File: config.mk
export PLATFORM = sky130hd
export DESIGN_NAME = plc_cell
export DESIGN_NICKNAME = d
export VERILOG_FILES = /design/src/hw/rtl/plc_pkg.sv /design/src/hw/rtl/plc_cell.sv
export SDC_FILE = /design/constraint.sdc
export NUM_CORES = 1
export LEC_CHECK = 0
export ABC_AREA = 1
export BUFFER_PORTS_ARGS = -buffer_cell sky130_fd_sc_hd__buf_2
export CORE_ASPECT_RATIO = 1.25
export CORE_MARGIN = 4
export CORE_UTILIZATION = 37
export CTS_CLUSTER_DIAMETER = 120
export DETAILED_ROUTE_END_ITERATION = 8
export PLACE_DENSITY_LB_ADDON = 0.1
export SLEW_MARGIN = 10
export SYNTH_ARGS = -nofsm -noshare
export SYNTH_HDL_FRONTEND = slang
export SYNTH_SLANG_ARGS = --single-unit
File: constraint.sdc
create_clock -name i_clk -period 2.6 [get_ports i_clk]
set_input_delay 0.26 -clock i_clk [delete_from_list [all_inputs] [get_ports i_clk]]
set_output_delay 0.26 -clock i_clk [all_outputs]
set_load 0.02 [all_outputs]
File: src/hw/rtl/plc_pkg.sv
// plc_pkg: shared types and constants for the positional list store
// command codes, field widths and the control bundle broadcast to the entry cells
// no dependencies
package plc_pkg;

    localparam int CMD_W          = 3;
    localparam int POS_W          = 7;
    localparam int VALUE_W        = 32;
    localparam int LEN_W          = 7;
    localparam int CAPACITY_DEF   = 64;
    localparam int DATA_WIDTH_DEF = 32;

    typedef enum logic [CMD_W-1:0] {
        CMD_INSERT  = 3'd0,
        CMD_REMOVE  = 3'd1,
        CMD_READ    = 3'd2,
        CMD_REPLACE = 3'd3,
        CMD_CLEAR   = 3'd4
    } t_cmd;

    typedef struct packed {
        logic             shift_up;
        logic             shift_down;
        logic             load;
        logic [POS_W-1:0] slot;
    } t_cell_ctrl;

endpackage

File: src/hw/rtl/plc_cell.sv
// plc_cell: one entry of the list chain
// holds, loads, or takes its left or right neighbor's entry each cycle
// depends on plc_pkg
module plc_cell #(
    parameter int INDEX  = 0,
    parameter int DATA_W = 32
) (
    input  logic                  i_clk,
    input  plc_pkg::t_cell_ctrl   i_ctrl,
    input  logic [DATA_W-1:0]     i_value,
    input  logic [DATA_W-1:0]     i_left,
    input  logic [DATA_W-1:0]     i_right,
    output logic [DATA_W-1:0]     o_data
);
    import plc_pkg::*;

    localparam logic [POS_W-1:0] MyIdx = POS_W'(INDEX);

    logic [DATA_W-1:0] r_data;
    logic [DATA_W-1:0] n_data;

    always_comb begin
        n_data = r_data;
        if (i_ctrl.shift_up) begin
            if (MyIdx > i_ctrl.slot) begin
                n_data = i_left;
            end else if (MyIdx == i_ctrl.slot) begin
                n_data = i_value;
            end
        end else if (i_ctrl.shift_down) begin
            if (MyIdx >= i_ctrl.slot) begin
                n_data = i_right;
            end
        end else if (i_ctrl.load && (MyIdx == i_ctrl.slot)) begin
            n_data = i_value;
        end
    end

    always_ff @(posedge i_clk) begin
        r_data <= n_data;
    end

    assign o_data = r_data;

endmodule

==> results.json <==
{
  "status": "completed",
  "largest_register_ffs": 32,
  "via_per_inst": 4.47,
  "die_y_um": 80.8,
  "grt_overflow": 0,
  "synth_commonest_cells": "nand2_1 (58), edfxtp_1 (32), nand3_1 (32)",
  "critPathCaptureType": "flop",
  "syn_to_final_growth_pct": 38.0,
  "drive_above_1_share": 0.486,
  "clockBufferDepth": 2,
  "utilization": 0.528,
  "initial_core_util": 0.383,
  "die_width_um": 66.2,
  "post_cts_buffers": 0,
  "routabilityCongestion": 0.677,
  "rsz0062_at_grt": "no",
  "seq_area_frac_synth": 0.612,
  "fillers": 430,
  "die_area_mm2": 0.00535,
  "h-tree-depth": 2,
  "synth_top_area_cell": "edfxtp_1",
  "power_mw": 1.06,
  "synth_edf_count": 32,
  "numCtsBuffers": 5,
  "avgSynthCellArea_um2": 10.2,
  "syn_nets": 261,
  "io_pins": 139,
  "drv_cap": 0,
  "crit_buf_inv": 2,
  "drtAntennaViolNets": 0,
  "timing.final.crit_period_ns": 1.23,
  "start_kind": "input port",
  "multi_input_area_um2": 484,
  "route.detailed.drc": 0,
  "grt_usage": 0.145,
  "nNetsFinal": 366,
  "slowest_stage": "buf_4",
  "power.density_mw_per_mm2": 487,
  "synthDistinctLibCells": 12,
  "worstMarginPinSlew_ns": 0.413,
  "diodes": 0,
  "port-buffer-count": 106,
  "wl_per_cell_um": 12.0,
  "grt_max_degree": 34,
  "hold_class": "in -> reg",
  "post_cts_resized": 0,
  "critPathMaxStageDelay_ns": 0.37,
  "required_ns": 2.53,
  "peakVddDrop_uv": 329,
  "cp.arrival_ns": 1.16,
  "root_buffer": "clkbuf_8",
  "path_cells": "buf_2 > nor3_1 > nor2_4 > buf_4",
  "ys.flop_type": "edfxtp_1",
  "ys_ff_latch": 32,
  "finalSetupViolations": 0,
  "crit_type": "in -> reg",
  "synth_most_common_cell": "nand2_1",
  "async_flop_share": 0,
  "clk_pin_slew_worst_paths_ns": 0.06,
  "max_freq_ghz": 0.813,
  "cpLargestDelayFamily": "buffers and inverters",
  "syn_area_mm2": 0.00157,
  "fin_crit_sh": 0.473,
  "synthCells": 154,
  "slew_viol_final": 0,
  "drtIter0Drc": 54,
  "clock-sinks": 32,
  "cts_hold_buf": 0,
  "path_max_fanout": 32,
  "regArea_um2": 961,
  "dp_hpwl_um": 2730,
  "antenna_found_initial": 0,
  "vias": 1409,
  "grt_pass1_wl_um": 5730,
  "max_slew_margin": 0.725,
  "synth.area.top_cells": "edfxtp_1 (61%), nand2_1 (14%), nand3_1 (10%), nand2_2 (4.0%), buf_6 (2.9%)",
  "p_leak_nw": 1.07,
  "hold_violations": 0,
  "core_mm2": 0.00410,
  "cts_tree": "built",
  "wl_um": 3770,
  "yosys_warnings": 0,
  "synth_top_area_frac": 0.612,
  "firstDrtPassIters": 6,
  "grt_pass1_vias": 1287,
  "rows": 26,
  "setup_tns_ns": 0
}
-- power by group --
group          switching, mW  internal, mW  total, mW  leakage, nW
Clock                  0.166         0.176      0.342       0.0391
Combinational         0.0711        0.0658      0.137        0.754
Sequential          0.000652         0.576      0.576        0.281
-- per-layer routing --
layer,vias up,share of wire,global-route usage
met3,6,0.094,0.0498
li1,723,-,-
met5,-,0,0
met4,0,0.015,0.0549
met2,58,0.53,0.262
met1,622,0.36,0.153
-- path summary, 6_finish.rpt --
path	cells past startpoint	slack, ns	start	endpoint
min	3	0.24	i_value[29]	o_data[29]$_DFFE_PP_
max	4	1.37	i_ctrl[8]	o_data[23]$_DFFE_PP_
-- stage by stage --
step           cell area [um2]  std cells  worst slack (ns)  hold WS, ns
6_report                  2170        315              1.37        0.242
5_1_grt                   2170        315              1.29        0.230
4_1_cts                   2170        315              1.36        0.236
3_5_place_dp              2090        308              1.06        0.529
3_3_place_gp              2090        308              1.06        0.524
2_1_floorplan             1570        154             0.341        0.433
-- layout by cell type, fill, tap and decap left out --
master	instances
nor2_1	2
buf_4	2
nor3_1	1
clkinv_1	2
buf_2	106
inv_1	6
nand2_8	1
nor2_4	1
nand2_2	10
nand3_1	32
edfxtp_1	32
nand2_1	58
inv_4	1
clkbuf_8	5
-- final cells by class --
| cell class | instances | area share |
|---|---|---|
| sequential | 32 | 0.444 |
| timing repair buffer | 108 | 0.252 |
| multi-input combinational | 105 | 0.224 |
| tap | 56 | 0.0324 |
| clock buffer | 5 | 0.0318 |
| inverter | 7 | 0.0133 |
| clock inverter | 2 | 0.00347 |
-- cell families after synthesis --
group                  synth area share
AND/OR/NAND/NOR                   0.304
flip-flops                        0.612
buffers and inverters            0.0837
(Power assumes the default switching activity.)
